**config.mk**
```make
export PLATFORM = sky130hd
export DESIGN_NAME = palette_nearest_color_matcher_flat
export DESIGN_NICKNAME = d
export VERILOG_FILES = /design/src/design/pnc_pkg.sv /design/src/design/pnc_req_if.sv /design/src/design/pnc_rsp_if.sv /design/src/design/pnc_front.sv /design/src/design/pnc_back.sv /design/src/design/palette_nearest_color_matcher.sv /design/src/flat_wrapper.sv
export SDC_FILE = /design/constraint.sdc
export NUM_CORES = 1
export LEC_CHECK = 0
export ABC_AREA = 1
export CORE_MARGIN = 8
export CORE_UTILIZATION = 60
export CTS_CLUSTER_DIAMETER = 100
export CTS_CLUSTER_SIZE = 16
export DETAILED_ROUTE_END_ITERATION = 8
export DONT_BUFFER_PORTS = 1
export PLACE_DENSITY = 0.76
export SLEW_MARGIN = 10
export SYNTH_ARGS = -nofsm -noshare
export SYNTH_HDL_FRONTEND = slang
export SYNTH_SLANG_ARGS = --single-unit
```
**constraint.sdc**
```tcl
create_clock -name clk_i -period 8.3 [get_ports clk_i]
set_input_delay 0.415 -clock clk_i [delete_from_list [all_inputs] [get_ports clk_i]]
set_output_delay 0.415 -clock clk_i [all_outputs]
set_load 0.005 [all_outputs]
```
**src/design/pnc_pkg.sv**
```systemverilog
// Shared types and constants for the palette nearest-color matcher.
// Used by the channel interfaces, the front and back parts and the top level.
`default_nettype none

package pnc_pkg;

  // Payload widths of the channels
  localparam int unsigned RGB_W  = 24;
  localparam int unsigned CHAN_W = 8;
  localparam int unsigned IDX_W  = 4;
  localparam int unsigned CODE_W = 2;
  // Largest Manhattan distance is 3 * 255 = 765
  localparam int unsigned DIST_W = 10;

  // Depth of the command queue between front and back
  localparam int unsigned QUEUE_DEPTH = 2;

  // Request class after decode
  typedef enum logic {
    OP_ADD  = 1'b0,
    OP_FIND = 1'b1
  } op_e;

  // Result codes
  typedef enum logic [CODE_W-1:0] {
    RC_MATCH   = 2'd0,
    RC_ADDED   = 2'd1,
    RC_PRESENT = 2'd2,
    RC_FULL    = 2'd3
  } rc_e;

  // Command handed from front to back
  typedef struct packed {
    op_e              op;
    logic [RGB_W-1:0] color;
  } cmd_t;

  // Absolute difference of one color channel
  function automatic logic [CHAN_W-1:0] chan_absdiff(input logic [CHAN_W-1:0] a,
                                                     input logic [CHAN_W-1:0] b);
    return (a > b) ? (a - b) : (b - a);
  endfunction

  // Sum of absolute R, G and B differences
  function automatic logic [DIST_W-1:0] rgb_distance(input logic [RGB_W-1:0] x,
                                                     input logic [RGB_W-1:0] y);
    logic [DIST_W-1:0] dr;
    logic [DIST_W-1:0] dg;
    logic [DIST_W-1:0] db;
    dr = DIST_W'(chan_absdiff(x[23:16], y[23:16]));
    dg = DIST_W'(chan_absdiff(x[15:8], y[15:8]));
    db = DIST_W'(chan_absdiff(x[7:0], y[7:0]));
    return dr + dg + db;
  endfunction

endpackage

`default_nettype wire

```
**src/design/pnc_req_if.sv**
```systemverilog
// Request channel: valid/ready handshake carrying request type and color.
// Depends on pnc_pkg for payload widths.
`default_nettype none

interface pnc_req_if;
  logic                        valid;
  logic                        ready;
  logic                        req_type;
  logic [pnc_pkg::RGB_W-1:0]   rgb_color;

  modport source (output valid, output req_type, output rgb_color, input ready);
  modport sink   (input valid, input req_type, input rgb_color, output ready);
endinterface

`default_nettype wire

```
**src/design/pnc_rsp_if.sv**
```systemverilog
// Response channel: valid/ready handshake carrying palette index and result code.
// Depends on pnc_pkg for payload widths.
`default_nettype none

interface pnc_rsp_if;
  logic                        valid;
  logic                        ready;
  logic [pnc_pkg::IDX_W-1:0]   palette_index;
  logic [pnc_pkg::CODE_W-1:0]  result_code;

  modport source (output valid, output palette_index, output result_code, input ready);
  modport sink   (input valid, input palette_index, input result_code, output ready);
endinterface

`default_nettype wire

```
**src/design/pnc_front.sv**
```systemverilog
// Front part: accepts requests, decodes them into commands and queues them.
// Depends on pnc_pkg and pnc_req_if.
`default_nettype none

module pnc_front (
  input  wire logic          clk_i,
  input  wire logic          rst_ni,
  pnc_req_if.sink            req,
  output logic               cmd_valid_o,
  output pnc_pkg::cmd_t      cmd_o,
  input  wire logic          cmd_ready_i
);

  localparam int unsigned PW = $clog2(pnc_pkg::QUEUE_DEPTH);
  localparam int unsigned CW = $clog2(pnc_pkg::QUEUE_DEPTH + 1);

  pnc_pkg::cmd_t slots_q [pnc_pkg::QUEUE_DEPTH];
  logic [PW-1:0] wr_ptr_q, wr_ptr_d;
  logic [PW-1:0] rd_ptr_q, rd_ptr_d;
  logic [CW-1:0] fill_q, fill_d;
  logic          push, pop;
  pnc_pkg::cmd_t cmd_in;

  // Classify the incoming request
  always_comb begin
    cmd_in.op    = req.req_type ? pnc_pkg::OP_FIND : pnc_pkg::OP_ADD;
    cmd_in.color = req.rgb_color;
  end

  assign req.ready   = (fill_q != CW'(pnc_pkg::QUEUE_DEPTH));
  assign push        = req.valid && req.ready;
  assign cmd_valid_o = (fill_q != '0);
  assign pop         = cmd_valid_o && cmd_ready_i;
  assign cmd_o       = slots_q[rd_ptr_q];

  // Pointer and fill update
  always_comb begin
    wr_ptr_d = wr_ptr_q;
    rd_ptr_d = rd_ptr_q;
    fill_d   = fill_q;
    if (push) begin
      wr_ptr_d = (wr_ptr_q == PW'(pnc_pkg::QUEUE_DEPTH - 1)) ? '0 : wr_ptr_q + 1'b1;
    end
    if (pop) begin
      rd_ptr_d = (rd_ptr_q == PW'(pnc_pkg::QUEUE_DEPTH - 1)) ? '0 : rd_ptr_q + 1'b1;
    end
    if (push && !pop) begin
      fill_d = fill_q + 1'b1;
    end else if (pop && !push) begin
      fill_d = fill_q - 1'b1;
    end
  end

  always_ff @(posedge clk_i or negedge rst_ni) begin
    if (!rst_ni) begin
      wr_ptr_q <= '0;
      rd_ptr_q <= '0;
      fill_q   <= '0;
    end else begin
      wr_ptr_q <= wr_ptr_d;
      rd_ptr_q <= rd_ptr_d;
      fill_q   <= fill_d;
    end
  end

  // Queue storage
  always_ff @(posedge clk_i) begin
    if (push) begin
      slots_q[wr_ptr_q] <= cmd_in;
    end
  end

endmodule

`default_nettype wire

```
**src/design/pnc_back.sv**
```systemverilog
// Back part: palette memory, fill count, one-entry-per-cycle scan and result register.
// Depends on pnc_pkg and pnc_rsp_if.
`default_nettype none

module pnc_back #(
  parameter int unsigned PALETTE_DEPTH = 16
) (
  input  wire logic          clk_i,
  input  wire logic          rst_ni,
  input  wire logic          cmd_valid_i,
  input  pnc_pkg::cmd_t      cmd_i,
  output logic               cmd_ready_o,
  pnc_rsp_if.source          rsp
);

  localparam int unsigned IW = $clog2(PALETTE_DEPTH);
  localparam int unsigned CW = $clog2(PALETTE_DEPTH + 1);
  localparam logic [IW-1:0] LAST_IDX = IW'(PALETTE_DEPTH - 1);
  localparam logic [CW-1:0] FULL_CNT = CW'(PALETTE_DEPTH);

  localparam logic [1:0] ST_IDLE = 2'd0;
  localparam logic [1:0] ST_SCAN = 2'd1;
  localparam logic [1:0] ST_DONE = 2'd2;

  logic [1:0]                 state_q, state_d;
  logic [pnc_pkg::RGB_W-1:0]  mem [PALETTE_DEPTH];
  logic [CW-1:0]              count_q;
  pnc_pkg::op_e               op_q;
  logic [pnc_pkg::RGB_W-1:0]  color_q;
  logic [IW-1:0]              addr_q;
  logic                       issue_q;
  logic                       rd_vld_q;
  logic [IW-1:0]              rd_idx_q;
  logic [pnc_pkg::RGB_W-1:0]  rd_data_q;
  logic                       found_q;
  logic [pnc_pkg::DIST_W-1:0] best_q;
  logic [IW-1:0]              best_idx_q;
  logic [IW-1:0]              res_idx_q;
  pnc_pkg::rc_e               res_code_q;
  logic                       out_valid_q;
  logic [pnc_pkg::IDX_W-1:0]  out_idx_q;
  pnc_pkg::rc_e               out_code_q;

  logic                       accept, start_full, load_out;
  logic [pnc_pkg::RGB_W-1:0]  entry;
  logic [pnc_pkg::DIST_W-1:0] entry_dist;
  logic                       hit_eq, take_find, is_last, mem_we;
  logic [IW-1:0]              fin_idx;
  pnc_pkg::rc_e               fin_code;
  logic [IW+3:0]              idx_ext;

  assign cmd_ready_o = (state_q == ST_IDLE);
  assign accept      = cmd_valid_i && cmd_ready_o;
  assign start_full  = (cmd_i.op == pnc_pkg::OP_ADD) && (count_q >= FULL_CNT);
  assign load_out    = (state_q == ST_DONE) && (!out_valid_q || rsp.ready);

  // Compare stage: slots past the fill count still read as black
  assign entry      = (CW'(rd_idx_q) < count_q) ? rd_data_q : '0;
  assign entry_dist = pnc_pkg::rgb_distance(entry, color_q);
  assign hit_eq     = (entry == color_q);
  assign take_find  = (rd_idx_q == '0) || (entry_dist < best_q);
  assign is_last    = rd_vld_q && (rd_idx_q == LAST_IDX);
  assign mem_we     = is_last && (op_q == pnc_pkg::OP_ADD) && !found_q && !hit_eq;

  // Final result at the last compared entry
  always_comb begin
    if (op_q == pnc_pkg::OP_FIND) begin
      fin_idx  = take_find ? rd_idx_q : best_idx_q;
      fin_code = pnc_pkg::RC_MATCH;
    end else if (found_q) begin
      fin_idx  = best_idx_q;
      fin_code = pnc_pkg::RC_PRESENT;
    end else if (hit_eq) begin
      fin_idx  = rd_idx_q;
      fin_code = pnc_pkg::RC_PRESENT;
    end else begin
      fin_idx  = count_q[IW-1:0];
      fin_code = pnc_pkg::RC_ADDED;
    end
  end

  // Sequencer
  always_comb begin
    state_d = state_q;
    unique case (state_q)
      ST_IDLE: begin
        if (accept) begin
          state_d = start_full ? ST_DONE : ST_SCAN;
        end
      end
      ST_SCAN: begin
        if (is_last) begin
          state_d = ST_DONE;
        end
      end
      ST_DONE: begin
        if (load_out) begin
          state_d = ST_IDLE;
        end
      end
      default: state_d = ST_IDLE;
    endcase
  end

  // Control registers
  always_ff @(posedge clk_i or negedge rst_ni) begin
    if (!rst_ni) begin
      state_q     <= ST_IDLE;
      count_q     <= '0;
      issue_q     <= 1'b0;
      rd_vld_q    <= 1'b0;
      found_q     <= 1'b0;
      out_valid_q <= 1'b0;
    end else begin
      state_q  <= state_d;
      rd_vld_q <= issue_q;
      if (accept) begin
        issue_q <= !start_full;
        found_q <= 1'b0;
      end else if (issue_q && (addr_q == LAST_IDX)) begin
        issue_q <= 1'b0;
      end
      if (rd_vld_q && (op_q == pnc_pkg::OP_ADD) && hit_eq) begin
        found_q <= 1'b1;
      end
      if (mem_we) begin
        count_q <= count_q + 1'b1;
      end
      if (load_out) begin
        out_valid_q <= 1'b1;
      end else if (rsp.ready) begin
        out_valid_q <= 1'b0;
      end
    end
  end

  // Payload registers
  always_ff @(posedge clk_i) begin
    if (accept) begin
      op_q       <= cmd_i.op;
      color_q    <= cmd_i.color;
      addr_q     <= '0;
      res_idx_q  <= '0;
      res_code_q <= pnc_pkg::RC_FULL;
    end else if (issue_q) begin
      addr_q <= addr_q + 1'b1;
    end
    rd_idx_q <= addr_q;
    if (rd_vld_q) begin
      if (op_q == pnc_pkg::OP_FIND) begin
        if (take_find) begin
          best_q     <= entry_dist;
          best_idx_q <= rd_idx_q;
        end
      end else if (!found_q && hit_eq) begin
        best_idx_q <= rd_idx_q;
      end
    end
    if (is_last) begin
      res_idx_q  <= fin_idx;
      res_code_q <= fin_code;
    end
    if (load_out) begin
      out_idx_q  <= idx_ext[pnc_pkg::IDX_W-1:0];
      out_code_q <= res_code_q;
    end
  end

  // Palette memory: one write port, one registered read port
  always_ff @(posedge clk_i) begin
    if (mem_we) begin
      mem[count_q[IW-1:0]] <= color_q;
    end
    rd_data_q <= mem[addr_q];
  end

  assign idx_ext = {4'b0000, res_idx_q};

  assign rsp.valid         = out_valid_q;
  assign rsp.palette_index = out_idx_q;
  assign rsp.result_code   = out_code_q;

endmodule

`default_nettype wire

```
**src/design/palette_nearest_color_matcher.sv**
```systemverilog
// Palette nearest-color matcher: front queue, back scanner over the palette memory.
// A request passes through the front queue, the back scanner and the result and output
// registers; an add to a full palette skips the scan. The back takes a new command only
// after the last result is loaded into its output register, while the front queue holds
// up to two more requests. The scan reads one palette entry per cycle from its single read port.
// Reset: asynchronous, active low; palette reads as black and the fill count is zero.
`default_nettype none

module palette_nearest_color_matcher #(
  parameter int unsigned PALETTE_DEPTH = 16
) (
  input  wire logic  clk_i,
  input  wire logic  rst_ni,
  pnc_req_if.sink    req_i,
  pnc_rsp_if.source  rsp_o
);

  logic          cmd_valid;
  logic          cmd_ready;
  pnc_pkg::cmd_t cmd;

  // Request decode and queue
  pnc_front u_front (
    .clk_i       (clk_i),
    .rst_ni      (rst_ni),
    .req         (req_i),
    .cmd_valid_o (cmd_valid),
    .cmd_o       (cmd),
    .cmd_ready_i (cmd_ready)
  );

  // Palette store and scan
  pnc_back #(
    .PALETTE_DEPTH (PALETTE_DEPTH)
  ) u_back (
    .clk_i       (clk_i),
    .rst_ni      (rst_ni),
    .cmd_valid_i (cmd_valid),
    .cmd_i       (cmd),
    .cmd_ready_o (cmd_ready),
    .rsp         (rsp_o)
  );

endmodule

`default_nettype wire

```
**src/flat_wrapper.sv**
```systemverilog
// flat-port wrapper written by rule: the top's interface ports become plain ports
module palette_nearest_color_matcher_flat 
#(
  parameter int unsigned PALETTE_DEPTH = 16
)
  (clk_i, rst_ni, req_i_valid, req_i_req_type, req_i_rgb_color, req_i_ready, rsp_o_valid, rsp_o_palette_index, rsp_o_result_code, rsp_o_ready);
  pnc_req_if req_i_i ();
  pnc_rsp_if rsp_o_i ();
  input  wire logic clk_i;
  input  wire logic rst_ni;
  input wire logic [$bits(req_i_i.valid)-1:0] req_i_valid;
  input wire logic [$bits(req_i_i.req_type)-1:0] req_i_req_type;
  input wire logic [$bits(req_i_i.rgb_color)-1:0] req_i_rgb_color;
  output wire logic [$bits(req_i_i.ready)-1:0] req_i_ready;
  output wire logic [$bits(rsp_o_i.valid)-1:0] rsp_o_valid;
  output wire logic [$bits(rsp_o_i.palette_index)-1:0] rsp_o_palette_index;
  output wire logic [$bits(rsp_o_i.result_code)-1:0] rsp_o_result_code;
  input wire logic [$bits(rsp_o_i.ready)-1:0] rsp_o_ready;
  assign req_i_i.valid = req_i_valid;
  assign req_i_i.req_type = req_i_req_type;
  assign req_i_i.rgb_color = req_i_rgb_color;
  assign req_i_ready = req_i_i.ready;
  assign rsp_o_valid = rsp_o_i.valid;
  assign rsp_o_palette_index = rsp_o_i.palette_index;
  assign rsp_o_result_code = rsp_o_i.result_code;
  assign rsp_o_i.ready = rsp_o_ready;
  palette_nearest_color_matcher #(.PALETTE_DEPTH(PALETTE_DEPTH)) u_core (.clk_i(clk_i), .rst_ni(rst_ni), .req_i(req_i_i), .rsp_o(rsp_o_i));
endmodule
```
# After elaboration in Yosys (flattened, before gate mapping)
# Memories as Yosys holds them, arrays and structs flattened. A register that Yosys moved wholly into a read port is not among the register bits.
# Index checks and enable logic that the tools add are counted.
[totals] elab_cells=123 ram_bits=434 register_bits=74 n_memories=2 out_inout_bits=8 in_bits=29
[classes] n_eq_ne=9 bitwise_logic=2 order_cmp=6 mux=37 addsub=14 reduce_logical=34
[mem_list] name="u_core.u_back.mem" depth=16 word_bits=24 rd=1 rd_ports_with_merged_regs=1 wr=1 line="pnc_back.sv:26" text="logic [pnc_pkg::RGB_W-1:0] mem [PALETTE_DEPTH];"
[mem_list] name="u_core.u_front.slots_q" depth=2 word_bits=25 rd=1 rd_ports_with_merged_regs=0 wr=1 line="pnc_front.sv:17" text="pnc_pkg::cmd_t slots_q [pnc_pkg::QUEUE_DEPTH];"
[ops] operator="$sub 8x8->8" n=6
[ops] operator="$mux 4" n=8
[ops] operator="$eq 24x24->1" n=1
[ops] operator="$gt 8x8->1" n=3
[ops] operator="$mux 24" n=1
[ops] operator="$mux 8" n=3
[ops] operator="$mux 2" n=11
[ops] operator="$logic_and 1x1->1" n=14
[ops] operator="$reduce_bool 2->1" n=7
[ops] operator="$mux 1" n=13
[ops] operator="$add 9x8->10" n=1
[ops] operator="$lt 10x10->1" n=1
[ops] operator="$add 8x8->9" n=1
[ops] operator="$eq 4x4->1 const B" n=2
[ops] operator="$logic_not 1->1" n=6
[ops] operator="$ne 2x2->1 const B" n=3
[ops] operator="$pmux 2 s3" n=1
[ops] operator="$reduce_and 3->1" n=2
[ops] operator="$add 5x1->5 const B" n=1
[ops] operator="$ge 5x5->1 const B" n=1
[ops] operator="$lt 4x5->1" n=1
[ops] operator="$add 4x1->4 const B" n=1
[ops] operator="$logic_not 4->1" n=1
[ops] operator="$add 1x1->1 const B" n=2
[ops] operator="9 further kinds" n=11

# Logic depth before layout (Yosys ltp)
# Gate-level depths: netlist (run 1).
[logic_depth] depth_word=11 mapped_depth=43 mapped_depth_nobuf=40

# Hierarchy
# A second synthesis (run 1) with hierarchy kept.
[hier_totals] hier_cells=1986 area_unflattened_um2=23463.8
[modules_own_cells] mod="pnc_back" n_inst=1 seq_area_each_um2=13978.4 cells_per_inst=1827 area_each_um2=21379.3
[modules_own_cells] mod="pnc_front" n_inst=1 seq_area_each_um2=1601.5 cells_per_inst=159 area_each_um2=2084.5

# Worst setup path after synthesis (run 1)
# No wires, ideal clock.
[synth_path] path_kind="reg2reg" start="register u_core.u_back.count_q[3]" end="register u_core.u_back.best_q[0] (netlist name) (enable)" path_stages_with_launch=38 path_buffers=1 t_required_ns=7.924 t_arrival_ns=6.094 synth_period_minus_slack_ns=6.470 setup_ns=0.376 setup_slack_ns=1.830 path_cell_list="dfrtp_1 > inv_1 > ha_1 > nand2_1 > or2_2 > nand3_1 > inv_1 > buf_2 > nand2_1 > ha_1 > inv_1 > fa_1 > nand3_1 > nand2_1 > nand2_1 > o211ai_1 > nand2_2 > or2_2 > [2 not listed] > inv_1 > ha_1 > fa_1 > nand3_1 > nand3_1 > nand2_1 > nand2_1 > a21oi_1 > nor2_1 > nor2_1 > nor2_1 > ha_1 > a21o_1 > nor2_1 > nand3_1 > nand2_1 > nand2_1 > nor2_1"
[synth_between] elab_chain_len=9 word_cells_on_any_way=19 classes_between="8 x add/sub; 5 x order compare; 4 x mux; 2 x reduce/logical"
[synth_lines] item="start: declaration" line="pnc_back.sv:27" text="logic [CW-1:0] count_q;"
[synth_lines] item="start signal: assignment" line="pnc_back.sv:127" text="count_q <= count_q + 1'b1;"
[synth_lines] item="$lt 4x5->1 *" line="pnc_back.sv:58" text="assign entry = (CW'(rd_idx_q) < count_q) ? rd_data_q : '0;"
[synth_lines] item="$mux 24 *" line="pnc_back.sv:58"
[synth_lines] item="$sub 8x8->8 / $gt 8x8->1 (equally long branches)" line="pnc_pkg.sv:41" text="return (a > b) ? (a - b) : (b - a);"
[synth_lines] item="$mux 8" line="pnc_pkg.sv:41"
[synth_lines] item="$add 8x8->9" line="pnc_pkg.sv:53" text="return dr + dg + db;"
[synth_lines] item="$add 9x8->10 *" line="pnc_pkg.sv:53"
[synth_lines] item="via u_core.u_back.entry_dist (one bit)" line="pnc_back.sv:46" text="logic [pnc_pkg::DIST_W-1:0] entry_dist;"
[synth_lines] item="$lt 10x10->1 *" line="pnc_back.sv:61" text="assign take_find = (rd_idx_q == '0) || (entry_dist < best_q);"
[synth_lines] item="$logic_or 1x1->1 *" line="pnc_back.sv:61"
[synth_lines] item="$reduce_and 3->1 (no line) *"
[synth_lines] item="end signal: assignment" line="pnc_back.sv:152" text="best_q <= entry_dist;"
[synth_lines] item="end: declaration" line="pnc_back.sv:36" text="logic [pnc_pkg::DIST_W-1:0] best_q;"
# The timed path passes the listed nets; every way through them passes the cells marked *.
# A chain may end at the register's enable or synchronous reset.

# Worst setup path after layout (run 1)
[layout_path] start="register u_core.u_back.count_q[2]" end="register u_core.u_back.best_q[6] (netlist name) (enable)"
# Same word-level chain as after synthesis.

==> results of run 1 <==
==> worst max path at each step <==
stage                              endpoint  slack (ns)  depth (start not counted)
floorplan           u_core.u_back.best_q[0]        1.83                         37
global placement    u_core.u_back.best_q[4]        1.17                         36
detailed placement  u_core.u_back.best_q[5]        0.78                         36
CTS                 u_core.u_back.best_q[5]        0.77                         36
global route        u_core.u_back.best_q[6]        0.04                         36
finish              u_core.u_back.best_q[6]        0.75                         36
==> layout make-up <==
cell class | count | area, um2
sequential | 532 | 15590
fill | 2857 | 13360
multi-input combinational | 1180 | 6726
clock buffer | 67 | 1102
tap | 518 | 648.1
inverter | 152 | 574.3
timing repair buffer | 57 | 495.5
clock inverter | 4 | 63.81
==> metrics by stage <==
step / util (%) / worst slack (ns) / hold WS, ns
after global routing: 65.35 / 0.04314 / 0.1427
final: 65.35 / 0.7524 / 0.1469
after CTS: 65.35 / 0.7651 / 0.1214
after floorplan: - / 1.830 / 0.1194
after global placement: 61.62 / 1.172 / 0.1199
after detailed placement: 61.62 / 0.7837 / 0.1198
==> repair_timing <==
item	4_1_cts	5_1_grt
hold endpoints to repair	66	0
gates resized for setup	0	0
setup buffers	0	0
hold buffers	27	0
==> logic make-up (layout without fill, tap and decap cells) <==
kind of cell | count (synthesis) | count (layout) | share of synthesized area [%]
buffers and inverters | 253 | 280 | 4.645
adders and majority gates | 85 | 85 | 5.036
xor gates and xnor gates | 43 | 43 | 1.645
and+or+nand+nor | 637 | 637 | 11.28
AOI/OAI and AO/OA | 415 | 415 | 10.68
DFF | 532 | 532 | 66.71
==> placed cells by master (no fill, tap or decap), types with 15 or more instances in the layout <==
cell type	Yosys	final
nor2_2	8	20
edfxtp_1	485	485
inv_1	147	146
xor2_1	32	32
buf_4	11	30
fa_1	15	15
clkbuf_1	51	27
nor2_1	244	231
o21ai_0	214	214
dfxtp_1	32	29
o221ai_1	62	62
clkbuf_16	0	40
nand3_1	54	54
o211ai_1	45	45
ha_1	70	70
a21oi_1	44	44
dfrtp_1	15	15
dlygate4sd3_1	0	27
nand2_1	294	294
o22ai_1	34	34
==> sequential cells by signal, summed over array words and instances, names as in the netlist, 5 cells and up <==
register,count
u_core.u_back.mem,384
u_core.u_back.rd_data_q,24
u_core.u_front.slots_q,50
u_core.u_back.count_q,5
u_core.u_back.best_q,10
u_core.u_back.color_q,24
==> layer usage <==
metal	GRT usage, %	vias to the layer above	share of wire [%]
li1	-	6942	-
met1	33.05	7326	40
met2	38.78	778	47
met3	4.095	128	10
met4	9.761	0	3.4
met5	0	-	0
==> worst min-delay path: stages <==
cell,delay (ns)
nand2_1,0.13
nor2_2,0.06
nor2_1,0.08
==> flow_summary.yaml, run 1 <==
critical_path:
  critical_path.most_common_cell: "nand2_1"
  path_class: "reg2reg"
  slowest_stage: "nor2_1"
  worstReg2RegEnd: "u_core.u_back.best_q[6]"
  setup.worst_path.start: "u_core.u_back.count_q[2]"
  cpPeakStageDelay_ns: 0.60
  worstSetupStartpointType: "register"
  crit_buf_inv: 5
  regToRegSetupSlack_ns: 0.75
  r2r_cells: 36
  cpLargestDelayFamily: "simple AND/OR/NAND/NOR gates"
  critical_path_arrival_ns: 7.75
  worst-path-max-fanout: 21
  critPathRequiredTime_ns: 8.50
  worstSetupEndpointType: "register"
  r2r_start: "u_core.u_back.count_q[2]"
global_routing:
  grt_start_max_net_pins: 100
  first_global_vias: 14780
  gr-total-overflow: 0
  grt_usage_pct: 24.27
  grt_pass1_wl_um: 83500
  antenna_found_initial: 1
routing:
  firstDrtPassIters: 5
  totalWireLength_um: 55050
  ant_nets: 0
  drc_errors: 0
  drt_iter0_markers: 1840
  routed_via_density: 6.045
  vias: 15170
  wl_per_cell_um: 21.93
place:
  placed_cells: 2412
  placed_cell_area_mm2: 0.02376
  gp_congestion: 0.8626
  port_buffers: 0
  dp_hpwl_um: 31860
min_path:
  hold_path.class: "in2reg"
  hold_depth: 3
  hold_end: "u_core.u_front.wr_ptr_q"
  hp-start: "req_i_valid"
sta:
  skew_ns: 0.03210
  setup_tns_ns: 0
  finalSetupViolCount: 0
  clock.fmax_mhz: 132.5
  fin_crit_sh_pct: 90.94
  period_needed_ns: 7.548
  rsz0062_at_grt: "false"
  final-hold-violation-count: 0
  slew_viol_final: 0
  worst_pin_slew_ns: 1.042
  max_slew_margin_pct: 30.55
clock_tree:
  cts-root-buf: "clkbuf_16"
  htreeDepth: 2
  cts_tree: "done"
  path_clk_slew_ns: 0.07
  clock_path_buffers: 3
  cts_buffers: 39
  clock_latency_ns: 0.58
  clock-sinks: 532
floorplanning:
  start_util_pct: 60.57
  row_count: 72
  io_pins: 37
  die_w_um: 213.3
  dieArea_mm2: 0.04549
  core_region_area_mm2: 0.03856
  die_y_um: 213.3
yosys:
  synth_area_leaders: "edfxtp_1 (62%), nand2_1 (4.7%), o21ai_0 (4.6%)"
  post-synth-top-count-cell: "edfxtp_1"
  synth_common_cells: "edfxtp_1 (485), nand2_1 (294), nor2_1 (244)"
  avgSynthCellArea_um2: 11.88
  synth_top_area_share_pct: 62.36
  syn_area_mm2: 0.02335
  yosysUniqueCellTypes: 46
  syn_nets: 2079
  synth-edff-count: 485
  async_flop_share_pct: 2.820
  netlist_instances: 1965
  synth_ff_type: "edfxtp_1"
  yosysTopAreaCell: "edfxtp_1"
  yosysSeqAreaShare_pct: 66.71
  yosys_warnings: 0
  ys_ff_latch: 532
layout:
  drive_gt1_share_pct: 6.576
  final_nets: 2076
  antenna_cells: 0
  syn_to_final_growth_pct: 7.892
  final_cells: 2510
  final_area_mm2: 0.02520
run_status:
  status: "finished, final reports clean"
flow_run:
  drv_cap: 0
Power of run 1 is not shown: default switching activity piles up to over one toggle a cycle in this logic, so the estimate is an artifact.
==> run 2, diff against run 1 <==
--- a/config.mk
+++ b/config.mk
@@ -8,11 +8,13 @@
 export ABC_AREA = 1
 export CORE_MARGIN = 8
 export CORE_UTILIZATION = 60
+export CTS_BUF_LIST = sky130_fd_sc_hd__clkbuf_2
 export CTS_CLUSTER_DIAMETER = 100
 export CTS_CLUSTER_SIZE = 16
 export DETAILED_ROUTE_END_ITERATION = 8
 export DONT_BUFFER_PORTS = 1
 export PLACE_DENSITY = 0.76
+export REMOVE_ABC_BUFFERS = 1
 export SLEW_MARGIN = 10
 export SYNTH_ARGS = -nofsm -noshare
 export SYNTH_HDL_FRONTEND = slang
==> constraint.sdc (replaced) <==
create_clock -name clk_i -period 7.75 [get_ports clk_i]
set_input_delay 0.3875 -clock clk_i [delete_from_list [all_inputs] [get_ports clk_i]]
set_output_delay 0.3875 -clock clk_i [all_outputs]
set_load 0.005 [all_outputs]
==> run 2 against run 1 <==
Net effect:
- global-route usage increased by 0.10 points
- routed wire length hardly changed
- die area unchanged
- largest cell class unchanged
- sequential share of layout area is 1.2 points higher
==> flow_summary.yaml, run 2 (synthesis results as in run 1) <==
min_path:
  hold_depth: 3
  hp-start: "rsp_o_ready"
  hold_path.class: "in2reg"
  hold_end: "u_core.u_back.state_q[1]"
clock_tree:
  clock_path_buffers: 3
  cts_buffers: 39
  htreeDepth: 2
  cts_tree: "done"
  path_clk_slew_ns: 0.29
  cts-root-buf: "clkbuf_2"
  clock_latency_ns: 1.04
  clock-sinks: 532
routing:
  firstDrtPassIters: 5
  vias: 15170
  wl_per_cell_um: 21.65
  totalWireLength_um: 55060
  ant_nets: 0
  routed_via_density: 5.964
  drt_iter0_markers: 1522
  drc_errors: 0
critical_path:
  critical_path_arrival_ns: 7.90
  worstReg2RegEnd: "u_core.u_back.best_q[3]"
  regToRegSetupSlack_ns: 0.62
  cpPeakStageDelay_ns: 0.55
  worstSetupStartpointType: "register"
  critPathRequiredTime_ns: 8.52
  critical_path.most_common_cell: "nand2_1"
  r2r_start: "u_core.u_back.count_q[3]"
  r2r_cells: 38
  slowest_stage: "fa_1"
  worst-path-max-fanout: 11
  worstSetupEndpointType: "register"
  path_class: "reg2reg"
floorplanning:
  dieArea_mm2: 0.04549
  die_w_um: 213.3
  core_region_area_mm2: 0.03856
  io_pins: 37
  row_count: 72
  die_y_um: 213.3
  start_util_pct: 60.57
sta:
  skew_ns: 0.09241
  finalSetupViolCount: 0
  max_slew_margin_pct: 39.10
  hold_ws_ns: 0.2087
  clock.fmax_mhz: 140.3
  period_needed_ns: 7.126
  fin_crit_sh_pct: 91.95
  rsz0062_at_grt: "false"
  final-hold-violation-count: 0
  setup_tns_ns: 0
  setup_slack_ns: 0.6239
  worst_pin_slew_ns: 0.9122
  slew_viol_final: 0
place:
  preCtsSetupSlack_ns: 0.6440
  gp_congestion: 0.9138
  port_buffers: 0
  dp_hpwl_um: 31390
global_routing:
  gr-total-overflow: 0
  first_global_vias: 14780
  grt_start_max_net_pins: 82
  antenna_found_initial: 1
  grt_pass1_wl_um: 84010
  grt_usage_pct: 24.37
layout:
  final_nets: 2108
  largest_reg_flops: 384
  final_util_pct: 64.15
  syn_to_final_growth_pct: 5.904
  drive_gt1_share_pct: 8.053
  final_common_cell: "edfxtp_1"
  mostFrequentLayoutCells: "edfxtp_1 (485), nand2_1 (294), nor2_1 (231)"
flow_run:
  drv_cap: 0
run_status:
  status: "finished, final reports clean"
[run 2: cell types whose count changed in the layout (fill, tap and decap cells not counted), moves of 2 or more]
cell,change
inv_6,-2
dlygate4sd3_1,+28
clkbuf_16,-40
clkinvlp_4,+2
buf_4,+3
clkbuf_1,-27
clkbuf_2,+67
[run 2: worst max-delay path, delay by kind of cell, from the launching register on]
| family | cells | cell delay [ns] |
|---|---|---|
| adders and majority gates | 7 | 2.46 |
| and+or+nand+nor | 21 | 2.50 |
| DFF | 1 | 0.53 |
| AOI/OAI and AO/OA | 4 | 0.56 |
| buffers and inverters | 6 | 0.82 |
[run 2: how the worst max path moves through the flow]
stage | start | end | slack (ns)
floorplan | u_core.u_back.count_q[2] | u_core.u_back.best_q[0] | 1.21
global placement | u_core.u_back.count_q[2] | u_core.u_back.best_q[2] | 0.94
detailed placement | u_core.u_back.count_q[2] | u_core.u_back.best_q[2] | 0.64
CTS | u_core.u_back.count_q[3] | u_core.u_back.best_q[3] | 0.63
global route | u_core.u_back.count_q[3] | u_core.u_back.best_q[3] | 0.08
finish | u_core.u_back.count_q[3] | u_core.u_back.best_q[3] | 0.62
[run 2: through the flow]
| stage | std cells | area [um2] |
|---|---|---|
| 4_1_cts | 2540 | 24710 |
| 6_report | 2543 | 24730 |
| 3_3_place_gp | 2414 | 23780 |
| 2_1_floorplan | 1864 | 22840 |
| 3_5_place_dp | 2414 | 23780 |
| 5_1_grt | 2543 | 24730 |
[run 2: timing repair]
item / 4_1_cts / 5_1_grt
hold buffers: 55 / 0
resized for setup: 0 / 2
hold endpoints to repair: 126 / 0
endpoints found under the setup margin: 0 / 10
setup buffers: 0 / 1
[run 2: area by class of cell]
type                            instances  area [um2]
Tap cell                              518       648.1
Sequential cell                       532       15590
Timing Repair inverter                  1       7.507
Fill cell                            2972       13820
Clock inverter                          4       50.05
Multi-Input combinational cell       1180        6726
Timing Repair Buffer                   88       798.3
Antenna cell                            1       2.502
Inverter                              152       578.1
Clock buffer                           67       335.3
[run 2: routing by layer]
layer  up-vias  track usage, %  wire length (um)
met5         -               0                 0
met4         0           10.40              2072
met2       693           39.74             26100
met3       122           3.640              4431
li1       6999               -                 -
met1      7353           32.54             22450
Power of run 2 is left out for the same reason.
==> run 3, diff against run 2 <==
--- a/config.mk
+++ b/config.mk
@@ -7,13 +7,13 @@
 export LEC_CHECK = 0
 export ABC_AREA = 1
 export CORE_MARGIN = 8
-export CORE_UTILIZATION = 60
+export CORE_UTILIZATION = 54
 export CTS_BUF_LIST = sky130_fd_sc_hd__clkbuf_2
 export CTS_CLUSTER_DIAMETER = 100
 export CTS_CLUSTER_SIZE = 16
 export DETAILED_ROUTE_END_ITERATION = 8
 export DONT_BUFFER_PORTS = 1
-export PLACE_DENSITY = 0.76
+export PLACE_DENSITY = 0.69
 export REMOVE_ABC_BUFFERS = 1
 export SLEW_MARGIN = 10
 export SYNTH_ARGS = -nofsm -noshare
==> constraint.sdc (replaced) <==
create_clock -name clk_i -period 7.4 [get_ports clk_i]
set_input_delay 0.37 -clock clk_i [delete_from_list [all_inputs] [get_ports clk_i]]
set_output_delay 0.37 -clock clk_i [all_outputs]
set_load 0.005 [all_outputs]
==> run 3 against run 2 <==
Net effect:
- sequential share of layout area shrank 0.25 points
- first-iteration DRC count down 8.3%
- count of clock-buffer cells in the layout fell by 2
- cell area increased by 0.40%
- global-route usage fell by 2.4 points
- critical path type unchanged
==> flow_summary.yaml, run 3 (synthesis results as in run 1) <==
run_status:
  status: "finished, final reports clean"
routing:
  drc_errors: 0
  ant_nets: 0
  routed_via_density: 5.745
  vias: 14980
  wl_per_cell_um: 21.41
  drt_iter0_markers: 1395
  totalWireLength_um: 55840
  firstDrtPassIters: 5
min_path:
  hold_path.class: "in2reg"
  hp-start: "rsp_o_ready"
critical_path:
  critical_path.most_common_cell: "nand2_1"
  cpLargestDelayFamily: "adder cells"
  worst-path-max-fanout: 10
  worstSetupEndpointType: "register"
  path_class: "reg2reg"
  slowest_stage: "fa_1"
  r2r_start: "u_core.u_back.count_q[3]"
  setup.worst_path.start: "u_core.u_back.count_q[3]"
  cpPeakStageDelay_ns: 0.49
  critical_path_arrival_ns: 7.58
  worstSetupStartpointType: "register"
  regToRegSetupSlack_ns: 0.52
  crit_buf_inv: 7
  critPathRequiredTime_ns: 8.10
floorplanning:
  die_w_um: 224.0
  row_count: 76
  dieArea_mm2: 0.05016
  core_region_area_mm2: 0.04289
  io_pins: 37
  start_util_pct: 54.46
  die_y_um: 224.0
layout:
  largest_reg_flops: 384
  nFillCells: 3418
  mostFrequentLayoutCells: "edfxtp_1 (485), nand2_1 (294), nor2_1 (231)"
  multi_input_area_mm2: 0.006761
  final_nets: 2109
  drive_gt1_share_pct: 8.061
  regArea_mm2: 0.01559
  syn_to_final_growth_pct: 6.333
  final_common_cell: "edfxtp_1"
sta:
  worst_pin_slew_ns: 1.258
  slew_viol_final: 0
  clock.fmax_mhz: 145.3
  finalSetupViolCount: 0
  skew_ns: 0.05804
  fin_crit_sh_pct: 93.01
  hold_ws_ns: 0.2139
  period_needed_ns: 6.883
  max_slew_margin_pct: 16.03
  final-hold-violation-count: 0
clock_tree:
  path_clk_slew_ns: 0.27
  htreeDepth: 2
  clock_path_buffers: 3
  clock_latency_ns: 1.01
  cts-root-buf: "clkbuf_2"
  cts_tree: "done"
  clock-sinks: 532
  cts_buffers: 39
place:
  gp_congestion: 0.8867
  port_buffers: 0
  dp_hpwl_um: 32230
global_routing:
  grt_pass1_wl_um: 84470
  gr-total-overflow: 0
  antenna_found_initial: 1
  first_global_vias: 14490
  grt_usage_pct: 21.99
  grt_start_max_net_pins: 110
flow_run:
  drv_cap: 0
-- run 3: cell type report --
class	instances	area share, %
sequential	532	62.77
multi-input combinational	1180	27.23
timing repair buffer	89	3.295
tap	585	2.948
inverter	152	2.333
clock buffer	65	1.310
clock inverter	3	0.07558
timing repair inverter	1	0.03023
antenna	1	0.01008
-- run 3: routing by layer --
layer  vias to the layer above  share of wire [%]  track usage (%)  wire, um
met5                         -                  0                0         0
met4                         0                3.1            8.029      1729
met3                        87                6.8            3.100      3773
met2                       534                 48            36.47     26700
met1                      7354                 42            29.45     23630
li1                       7007                  -                -         -
-- run 3: path summary, 6_finish.rpt --
path / to / cells past startpoint
worst max-delay path: u_core.u_back.best_q[4] / 39
worst min-delay path: u_core.u_back.state_q[1] / 3
worst max register to register: u_core.u_back.best_q[4] / 39
worst min register to register: u_core.u_back.rsp.result_code[1] / 0
max in group asynchronous: u_core.u_back.count_q[3] / 2
min in group asynchronous: u_core.u_back.found_q / 2
-- run 3: through the flow --
step                instance area (um2)  utilization, %  instances  setup slack, ns  setup TNS [ns]
floorplan                         22840               -       1864           0.8607               0
global placement                  23870           55.66       2479           0.4264               0
detailed placement                23870           55.66       2479           0.2612               0
CTS                               24770           57.75       2602           0.1997               0
global route                      24830           57.90       2608         -0.01539        -0.09064
finish                            24830           57.90       2608           0.5174               0
-- run 3: repair_timing --
item	4_1_cts	5_1_grt
buffers inserted	0	4
endpoints found under the setup margin	0	18
hold endpoints to repair	126	0
hold buffers	55	0
resized for setup	0	5
-- run 3: worst reg2reg max path: cells and delay by family (launching register included) --
| family | cells | cell delay (ns) |
|---|---|---|
| fa+ha+maj | 7 | 2.39 |
| simple gates | 21 | 2.29 |
| buf+inv | 7 | 0.91 |
| compound gates | 4 | 0.53 |
| flops | 1 | 0.47 |
Power of run 3 is left out for the same reason.
